## src/bsmc_pkg.sv

```systemverilog
`timescale 1ns / 1ps
`default_nettype none
// ----------------------------------------------------------------------------
// bsmc_pkg
// Types, codes and constants shared by the battery system mode controller.
// ----------------------------------------------------------------------------
package bsmc_pkg;

    localparam int unsigned TimeW   = 17;
    localparam int unsigned AgeW    = 16;
    localparam int unsigned ElapsW  = 10;

    localparam logic [TimeW-1:0] InitWaitMs = TimeW'(10000);
    localparam logic [TimeW-1:0] CalLimitMs = TimeW'(120000);
    localparam logic [TimeW-1:0] TimeMax    = {TimeW{1'b1}};

    typedef enum logic [5:0] {
        MODE_UNINIT   = 6'b000001,
        MODE_INIT     = 6'b000010,
        MODE_CAL      = 6'b000100,
        MODE_INACTIVE = 6'b001000,
        MODE_OPER     = 6'b010000,
        MODE_FAULT    = 6'b100000
    } t_mode;

    typedef enum logic [2:0] {
        CODE_UNINIT   = 3'd0,
        CODE_INIT     = 3'd1,
        CODE_CAL      = 3'd2,
        CODE_INACTIVE = 3'd3,
        CODE_OPER     = 3'd4,
        CODE_FAULT    = 3'd5
    } t_mode_code;

    typedef enum logic [2:0] {
        REQ_NONE     = 3'd0,
        REQ_RUN      = 3'd1,
        REQ_STOP     = 3'd2,
        REQ_CAL_LONG = 3'd3,
        REQ_CAL_SHORT = 3'd4,
        REQ_ONLINE   = 3'd5
    } t_req;

    typedef enum logic [1:0] {
        CT_OPEN       = 2'd0,
        CT_CLOSE      = 2'd1,
        CT_CALIBRATE  = 2'd2,
        CT_FORCE_OPEN = 2'd3
    } t_ct_cmd;

    typedef enum logic [1:0] {
        CAL_OFFLINE_LONG  = 2'd0,
        CAL_OFFLINE_SHORT = 2'd1,
        CAL_ONLINE        = 2'd2
    } t_cal_cmd;

    typedef enum logic [2:0] {
        CFG_BATTERY     = 3'd0,
        CFG_OUTPUT      = 3'd1,
        CFG_CONTACTOR   = 3'd2,
        CFG_CURRENT     = 3'd3,
        CFG_CELL        = 3'd4,
        CFG_TEMPERATURE = 3'd5
    } t_cfg_index;

    typedef struct packed {
        logic [ElapsW-1:0] elapsed_ms;
        logic              fatal_event;
        logic              calibration_idle;
        logic [2:0]        request_code;
        logic [AgeW-1:0]   battery_age_ms;
        logic [AgeW-1:0]   output_age_ms;
        logic [AgeW-1:0]   neg_contactor_age_ms;
        logic [AgeW-1:0]   pos_contactor_age_ms;
        logic [AgeW-1:0]   current_age_ms;
        logic [AgeW-1:0]   cell_age_ms;
        logic [AgeW-1:0]   temperature_age_ms;
    } t_in_word;

    typedef struct packed {
        logic [2:0] mode;
        logic       operating_flag;
        logic       contactor_cmd_valid;
        logic [1:0] contactor_cmd;
        logic       calibration_cmd_valid;
        logic [1:0] calibration_cmd;
        logic       save_strobe;
        logic       request_taken;
    } t_out_word;

    function automatic logic [2:0] mode_code(input t_mode m);
        logic [2:0] c;
        case (m)
            MODE_UNINIT:   c = CODE_UNINIT;
            MODE_INIT:     c = CODE_INIT;
            MODE_CAL:      c = CODE_CAL;
            MODE_INACTIVE: c = CODE_INACTIVE;
            MODE_OPER:     c = CODE_OPER;
            default:       c = CODE_FAULT;
        endcase
        return c;
    endfunction

endpackage
`default_nettype wire

```

## src/battery_system_mode_controller_top.sv

```systemverilog
`timescale 1ns / 1ps
`default_nettype none
// A word passes two register stages: input register, result register.
// Throughput: one word per cycle while the output side keeps taking results.
// Reset (synchronous, active low): mode uninitialized, time in mode zero,
// operating flag clear, thresholds at their defaults, both stages empty.
// ----------------------------------------------------------------------------
// battery_system_mode_controller_top
// Supervisory battery mode machine, one tick per cycle unless output stalls.
// ----------------------------------------------------------------------------
module battery_system_mode_controller_top
    import bsmc_pkg::*;
(
    input  wire logic       i_clk,
    input  wire logic       i_rst_n,
    input  wire logic       i_in_valid,
    output logic            o_in_ready,
    input  wire t_in_word   i_in_word,
    output logic            o_out_valid,
    input  wire logic       i_out_ready,
    output t_out_word       o_out_word,
    input  wire logic       i_cfg_valid,
    output logic            o_cfg_ready,
    input  wire logic [2:0] i_cfg_index,
    input  wire logic [AgeW-1:0] i_cfg_data
);

    logic [AgeW-1:0] r_bat_stale, r_out_stale, r_ct_stale;
    logic [AgeW-1:0] r_cur_stale, r_cell_stale, r_temp_stale;

    t_mode            r_mode, n_mode;
    logic [TimeW-1:0] r_time, n_time;
    logic             r_oper, n_oper;

    logic             r_in_valid;
    t_in_word         r_in;
    logic             r_out_valid;
    t_out_word        r_out, n_out;

    logic             advance;
    logic [TimeW:0]   time_sum;
    logic [TimeW-1:0] time_sat;
    logic             fresh;

    assign o_cfg_ready = 1'b1;
    assign advance     = r_in_valid && (!r_out_valid || i_out_ready);
    assign o_in_ready  = !r_in_valid || advance;
    assign o_out_valid = r_out_valid;
    assign o_out_word  = r_out;

    // threshold registers
    always_ff @(posedge i_clk) begin
        if (!i_rst_n) begin
            r_bat_stale  <= AgeW'(1000);
            r_out_stale  <= AgeW'(1000);
            r_ct_stale   <= AgeW'(1000);
            r_cur_stale  <= AgeW'(1000);
            r_cell_stale <= AgeW'(5000);
            r_temp_stale <= AgeW'(5000);
        end else if (i_cfg_valid && o_cfg_ready) begin
            case (i_cfg_index)
                CFG_BATTERY:     r_bat_stale  <= i_cfg_data;
                CFG_OUTPUT:      r_out_stale  <= i_cfg_data;
                CFG_CONTACTOR:   r_ct_stale   <= i_cfg_data;
                CFG_CURRENT:     r_cur_stale  <= i_cfg_data;
                CFG_CELL:        r_cell_stale <= i_cfg_data;
                CFG_TEMPERATURE: r_temp_stale <= i_cfg_data;
                default: ;
            endcase
        end
    end

    // input register
    always_ff @(posedge i_clk) begin
        if (!i_rst_n) begin
            r_in_valid <= 1'b0;
        end else if (o_in_ready) begin
            r_in_valid <= i_in_valid;
        end
    end

    always_ff @(posedge i_clk) begin
        if (i_in_valid && o_in_ready) begin
            r_in <= i_in_word;
        end
    end

    assign time_sum = {1'b0, r_time} + (TimeW+1)'(r_in.elapsed_ms);
    assign time_sat = time_sum[TimeW] ? TimeMax : time_sum[TimeW-1:0];

    assign fresh = (r_in.battery_age_ms       <= r_bat_stale)
                && (r_in.output_age_ms        <= r_out_stale)
                && (r_in.neg_contactor_age_ms <= r_ct_stale)
                && (r_in.pos_contactor_age_ms <= r_ct_stale)
                && (r_in.current_age_ms       <= r_cur_stale)
                && (r_in.cell_age_ms          <= r_cell_stale)
                && (r_in.temperature_age_ms   <= r_temp_stale);

    // one tick of the mode machine
    always_comb begin
        n_mode = r_mode;
        n_time = time_sat;
        n_oper = r_oper;
        n_out  = '0;
        if (r_in.fatal_event && r_mode != MODE_FAULT) begin
            n_oper              = 1'b0;
            n_out.save_strobe   = 1'b1;
            n_mode              = MODE_FAULT;
            n_out.contactor_cmd_valid = 1'b1;
            n_out.contactor_cmd       = CT_FORCE_OPEN;
        end else begin
            case (r_mode)
                MODE_UNINIT: begin
                    n_mode = MODE_INIT;
                end
                MODE_INIT: begin
                    if (time_sat >= InitWaitMs) begin
                        n_mode = fresh ? MODE_INACTIVE : MODE_FAULT;
                    end
                end
                MODE_CAL: begin
                    if (r_in.calibration_idle) begin
                        n_out.contactor_cmd_valid = 1'b1;
                        n_out.contactor_cmd       = CT_OPEN;
                        n_mode = MODE_INACTIVE;
                    end else if (time_sat >= CalLimitMs) begin
                        n_mode = MODE_FAULT;
                    end
                end
                MODE_INACTIVE: begin
                    case (r_in.request_code)
                        REQ_RUN: begin
                            n_out.request_taken = 1'b1;
                            n_oper              = 1'b1;
                            n_out.save_strobe   = 1'b1;
                            n_mode              = MODE_OPER;
                        end
                        REQ_CAL_LONG: begin
                            n_out.request_taken         = 1'b1;
                            n_out.contactor_cmd_valid   = 1'b1;
                            n_out.contactor_cmd         = CT_CALIBRATE;
                            n_out.calibration_cmd_valid = 1'b1;
                            n_out.calibration_cmd       = CAL_OFFLINE_LONG;
                            n_mode                      = MODE_CAL;
                        end
                        REQ_CAL_SHORT: begin
                            n_out.request_taken         = 1'b1;
                            n_out.calibration_cmd_valid = 1'b1;
                            n_out.calibration_cmd       = CAL_OFFLINE_SHORT;
                            n_mode                      = MODE_CAL;
                        end
                        REQ_ONLINE: begin
                            n_out.request_taken         = 1'b1;
                            n_out.calibration_cmd_valid = 1'b1;
                            n_out.calibration_cmd       = CAL_ONLINE;
                        end
                        default: ;
                    endcase
                end
                MODE_OPER: begin
                    n_out.contactor_cmd_valid = 1'b1;
                    n_out.contactor_cmd       = CT_CLOSE;
                    case (r_in.request_code)
                        REQ_STOP: begin
                            n_out.request_taken = 1'b1;
                            n_out.contactor_cmd = CT_OPEN;
                            n_oper              = 1'b0;
                            n_out.save_strobe   = 1'b1;
                            n_mode              = MODE_INACTIVE;
                        end
                        REQ_ONLINE: begin
                            n_out.request_taken         = 1'b1;
                            n_out.calibration_cmd_valid = 1'b1;
                            n_out.calibration_cmd       = CAL_ONLINE;
                        end
                        default: ;
                    endcase
                end
                default: begin
                    n_out.contactor_cmd_valid = 1'b1;
                    n_out.contactor_cmd       = CT_FORCE_OPEN;
                end
            endcase
        end
        if (n_mode != r_mode) begin
            n_time = '0;
        end
        n_out.mode           = mode_code(n_mode);
        n_out.operating_flag = n_oper;
    end

    // state and result register
    always_ff @(posedge i_clk) begin
        if (!i_rst_n) begin
            r_mode      <= MODE_UNINIT;
            r_time      <= '0;
            r_oper      <= 1'b0;
            r_out_valid <= 1'b0;
        end else begin
            if (advance) begin
                r_mode <= n_mode;
                r_time <= n_time;
                r_oper <= n_oper;
            end
            if (advance) begin
                r_out_valid <= 1'b1;
            end else if (i_out_ready) begin
                r_out_valid <= 1'b0;
            end
        end
    end

    always_ff @(posedge i_clk) begin
        if (advance) begin
            r_out <= n_out;
        end
    end

    a_oper_only_when_operating: assert property (@(posedge i_clk) disable iff (!i_rst_n)
        o_out_valid && o_out_word.operating_flag |-> o_out_word.mode == CODE_OPER)
        else $error("operating flag set outside operating mode");

    a_save_mode: assert property (@(posedge i_clk) disable iff (!i_rst_n)
        o_out_valid && o_out_word.save_strobe |->
            o_out_word.mode == CODE_OPER || o_out_word.mode == CODE_INACTIVE
            || o_out_word.mode == CODE_FAULT)
        else $error("save strobe on an unexpected mode change");

    a_no_bubble: assert property (@(posedge i_clk) disable iff (!i_rst_n)
        !o_out_valid || i_out_ready |-> o_in_ready)
        else $error("input stalled while output side is free");

endmodule
`default_nettype wire

```

## config.mk

```make
export PLATFORM = sky130hd
export DESIGN_NAME = battery_system_mode_controller_top
export DESIGN_NICKNAME = d
export VERILOG_FILES = /design/src/bsmc_pkg.sv /design/src/battery_system_mode_controller_top.sv
export SDC_FILE = /design/constraint.sdc
export NUM_CORES = 1
export LEC_CHECK = 0
export BUFFER_PORTS_ARGS = -buffer_cell sky130_fd_sc_hd__buf_2
export CAP_MARGIN = 10
export CORE_MARGIN = 2
export CORE_UTILIZATION = 59
export CTS_CLUSTER_DIAMETER = 80
export DETAILED_ROUTE_END_ITERATION = 6
export GPL_TIMING_DRIVEN = 1
export PLACE_DENSITY = 0.81
export SYNTH_ARGS = -nofsm -noshare
export SYNTH_HDL_FRONTEND = slang
export SYNTH_SLANG_ARGS = --single-unit
```

## constraint.sdc

```tcl
create_clock -name i_clk -period 4.8 [get_ports i_clk]
set_clock_uncertainty 0.15 [all_clocks]
set_input_delay 0.48 -clock i_clk [delete_from_list [all_inputs] [get_ports i_clk]]
set_output_delay 0.48 -clock i_clk [all_outputs]
set_load 0.02 [all_outputs]
```

* Word level (Yosys, flattened, before mapping) *
Cells that the tools add are included.

cells by class
  add/sub/neg operators = 1
  equal/unequal tests = 22
  reduce and logical (&&, ||, !) cells = 25
  mux-type cells = 28
  $lt $le $gt $ge = 9

operator list
  cell                                                                     number
  16-bit <= comparator                                                     7
  6-bit 2-to-1 mux                                                         6
  17-bit 2-to-1 mux                                                        2
  6-bit one-hot mux with 5 select lines                                    1
  17-bit by 10-bit adder with 18-bit output                                1
  17-bit by 14-bit >= comparator with 1-bit output, second input constant  1
  17-bit >= comparator, second input constant                              1
  3-bit one-hot mux with 5 select lines                                    1
  3-bit by 2-bit == test with 1-bit output, second input constant          4
  3-bit == test, second input constant                                     4
  6-bit by 1-bit == test with 1-bit output, second input constant          2
  6-bit by 2-bit == test with 1-bit output, second input constant          2
  6-bit by 3-bit == test with 1-bit output, second input constant          2
  6-bit by 4-bit == test with 1-bit output, second input constant          2
  6-bit by 5-bit == test with 1-bit output, second input constant          2
  3-bit one-hot mux with 4 select lines                                    1
  6-bit one-hot mux with 2 select lines                                    1
  2-bit AND reduction                                                      6
  1-bit 2-to-1 mux                                                         10
  5-bit one-hot mux with 2 select lines                                    1
  1-bit logical AND                                                        9
  3-bit 2-to-1 mux                                                         3
  3-bit one-hot mux with 3 select lines                                    1
  3-bit by 1-bit == test with 1-bit output, second input constant          2
  other kinds (9)                                                          13

storage, ports and cells
  logic and storage cells = 115
  bits of input ports = 151
  flip-flop bits (word level) = 261
  output and inout port bits = 15

* Logic depth before layout (Yosys ltp) *
  depth in word-level cells = 13
  depth in mapped cells = 14

* Worst setup path after synthesis *
No wires, ideal clock.

  path kind = in2reg
  from = in i_out_ready
  to = reg r_in[0] in the netlist's numbering (enable)
  path slack = 0.458 ns
  arrival time = 3.691 ns
  stages on the path = 3
  library setup time = 0.501 ns
  path through = nor2b_1 nand2_1 and2_1

on the way
  word-level cells in the longest chain between the ends = 4

ends and longest elaborated chain
  what                    RTL line                                  text
  start: declaration      battery_system_mode_controller_top.sv:20  input wire logic i_out_ready,
  1-bit logical OR        battery_system_mode_controller_top.sv:46  assign advance = r_in_valid && (!r_out_valid || i_out_ready);
  1-bit logical AND       battery_system_mode_controller_top.sv:46
  1-bit logical OR        battery_system_mode_controller_top.sv:47  assign o_in_ready = !r_in_valid || advance;
  via o_in_ready          battery_system_mode_controller_top.sv:17  output logic o_in_ready,
  1-bit logical AND       battery_system_mode_controller_top.sv:83  if (i_in_valid && o_in_ready) begin
  end signal: assignment  battery_system_mode_controller_top.sv:84  r_in <= i_in_word;
  end: declaration        battery_system_mode_controller_top.sv:36  t_in_word r_in;

The timed path passes the listed nets, and every way through them passes these cells.
A chain may end at the register's enable or synchronous reset.

==> results.md <==
* # clock sinks at about 260
* Die Ht at roughly 160 um
* Insertion delay to the later sink of the worst-skew pair at between 0.5 and 0.6 ns
* Period utilisation layout at 0.8302
* Count of buffers from port buffering at 164
* CTS tree: done
* Reg area at 0.006616 mm2
* I/O Pins at 166
* Number of global-route vias before repair at 11,330
* H-tree Lvls at 1
* Post-CTS Setup Bufs at 0
* Routed length per instance at 18.75 um
* Max Cap Viol at 0
* Final Max Tran Viols at 0
* CTS Hold Bufs at approximately 130
* Synth Area in Simple Gates at 0.1587
* Initial Util at 0.5979
* Share of cells above drive strength 1 at 0.1601
* R2r startpoint: r_in[117]
* Initial antenna violation count at 2
* Synth top area share at 0.3102
* Critical path startpoint: r_in[117]
* Gr busiest metal: met2
* Max Buffers Root-to-Sink at 3
* Max Clk Rate at 0.2509 GHz
* Final Instance Count excl. Fillers at 1,916
* Clk root buf: clkbuf_16
* Worst min path class: in2reg
* Via count at around 11,000
* Synthesized cell area at roughly 0.013 mm2
* Met2 GRT Util at 0.5225
* Type of the worst setup path: reg2reg
* Dpl ws at 0.9115 ns
* Arrival @ worst endpoint at between 4 and 5 ns
* Inst Count DP at 1,736
* Status: finished clean
* Hpwl dp at about 22,000 um
* Post-Route Utilization at 0.7428
* Count of cells resized by post-cts repair at 0
* Crit path time final at 3.985 ns
* Crit. End Element: flip-flop
* Max FO, Critical Path at 4
* CORE AREA at between 0.02 and 0.025 mm2
* First-pass GRT wire length at 56,820 um
* HP Start: i_in_word[104]
* Worst Setup Slack, final at 0.8151 ns
* RSZ-0062 raised after global routing: no
* Post-route DRC at 0
* Gpl congestion at 0.8999
* Drt pass-1 iters at 5
* Synth area leaders: edfxtp_1 31%, dfxtp_1 18%, ha_1 11%
* Final WL at 35,930 um
* Nets at about 1,900
* Yosys top cell by area: edfxtp_1
* Final TNS setup at 0 ns
* GR Layer Usage met3 at 0.05627
* Final setup violation count at 0
* Worst VDD drop at 0.0003189 V
* Pleak at approximately 6.8 nW
* Area Overhead vs Synth at 24.24%
* Most frequent cell after synthesis: nand2_1
* Via-per-instance ratio at 5.886
* Cell Rows at 55
* Mux contribution to synthesized area at 0.001581
* Largest family of logic cells by synthesized area: compound AO/OA/AOI/OAI gates
* Slew margin rel. at 0.4154
* Drt first-iter violations at 816
* Req. time, crit path at between 4 and 5 ns
* Detail Route Antenna Nets at 0
* CTS Buf Count at 28
* Synth Instances at 1,335
* Die Area at ~0.024 mm2
* EDFF count, synth at 139
* Post-Synth Adder-Cell Area at 0.1149
* GRT Residual Overflow at 0
* Primary FF master, synth: edfxtp_1
* Pwr dens at approximately 320 mW/mm2
* Die X-Extent at approximately 160 um
* Footprint of the multi-input gates at 0.006175 mm2
* Xor-xnor portion of the synthesized cell area at 0.009114
* Flop-to-flop setup slack at 0.82 ns
* Startpoint types: flip-flop
* Count of final hold-check violations at 0
* Mean Syn Cell Area at 10.08 um2
* Register bit total from synthesis at between 200 and 300
* Syn_nets at 1,609
* Synth cell types at 87
* Fraction of registers with async set/reset at 0
* Met1 Use GR at 0.3530
* Largest net degree at the start of global routing at between 70 and 80
* Post-synthesis compound-gate area fraction at 0.1733
* Total track usage at 0.2961
* Worst slew pin tran at 0.8768 ns
* Reg clk slew, reported paths at 0.06 ns
* YS warnings at 0
* Synth top cells by count: 224 x nand2_1, 139 x edfxtp_1, 122 x dfxtp_1, 122 x ha_1, 109 x inv_1
* Register area share after synthesis at 0.4918
* Fillers at 1,501
state kept, by name, indices dropped and copies added (netlist names):
name / count
r_in: 127
o_out_valid: 1
r_ct_stale: 16
r_in_valid: 1
r_out_stale: 16
o_out_word: 12
r_oper: 1
r_temp_stale: 16
r_cur_stale: 16
r_bat_stale: 16
r_cell_stale: 16
r_mode: 6
r_time: 17
through the flow:
step                      cell area [um2]  hold slack, ns  total power (W)
after floorplan                     13450          0.2935         0.002852
after global routing                16710        0.001033         0.005525
after global placement              14460          0.3005         0.003016
after detailed placement            14460          0.3091         0.003033
after CTS                           16690       0.0009722         0.005338
final                               16720         0.01816         0.005367
cells in the final DEF, fill, tap and decap left out, types with 10 or more instances in the layout:
cell type	Yosys	final
inv_1	109	109
a21oi_1	42	42
o211ai_1	47	47
nand2b_1	13	13
nor2_1	57	57
o21ai_0	42	42
nand2_1	224	224
dfxtp_1	122	122
nand4_1	30	30
buf_2	8	164
nor2b_1	15	15
clkbuf_16	0	29
dlygate4sd3_1	0	125
and3_1	12	12
o21a_1	13	13
o21ai_1	10	10
nor3_1	17	15
edfxtp_1	139	139
and2_1	16	15
a21boi_0	70	70
ha_1	122	122
nand3_1	33	33
layout make-up:
cell class / count / area share
timing repair buffer: 300 / 0.1301
tap: 285 / 0.02133
clock buffer: 41 / 0.04910
sequential: 261 / 0.3958
multi-input combinational: 907 / 0.3694
antenna: 1 / 0.0001497
clock inverter: 11 / 0.009431
inverter: 110 / 0.02470
final timing paths:
path / end / cells past startpoint
worst min-delay path: r_in[104] / 1
worst max-delay path: o_out_word[11] / 12
worst max register to register: o_out_word[11] / 12
worst min register to register: r_temp_stale[13] / 2
routing by layer:
| metal | part of all wire | vias up |
|---|---|---|
| met1 | 0.38 | 5260 |
| met2 | 0.49 | 526 |
| li1 | - | 5355 |
| met5 | 0.00039 | - |
| met4 | 0.046 | 2 |
| met3 | 0.079 | 134 |
cells by family (layout without fill, tap and decap cells):
family          after synthesis  after routing
mux                           2              2
fa+ha+maj                   123            123
simple gates                450            450
buf+inv                     167            462
other cells                   1              2
xor+xnor                     14             14
compound gates              317            317
flops                       261            261
critical path, cell delays in order, from the launching register on:
cell      delay (ns)
edfxtp_1        0.38
ha_1            0.24
fa_1            0.42
a21o_1          0.25
a221oi_4        0.31
xnor2_1         0.27
nor3b_1         0.29
a211oi_2        0.07
nor4_2          0.52
o211ai_2        0.16
o211a_1         0.19
nor4b_1         0.33
o31ai_1         0.14
power breakdown:
part	internal, W	switching, W	leakage, nW	total (W)
combinational	0.000269	0.000331	3.93	0.000601
clock	0.00135	0.000912	0.484	0.00227
sequential	0.00246	0.0000454	2.34	0.00250
total	0.00408	0.00129	6.75	0.00537
Power figures use the tool's default switching activity.
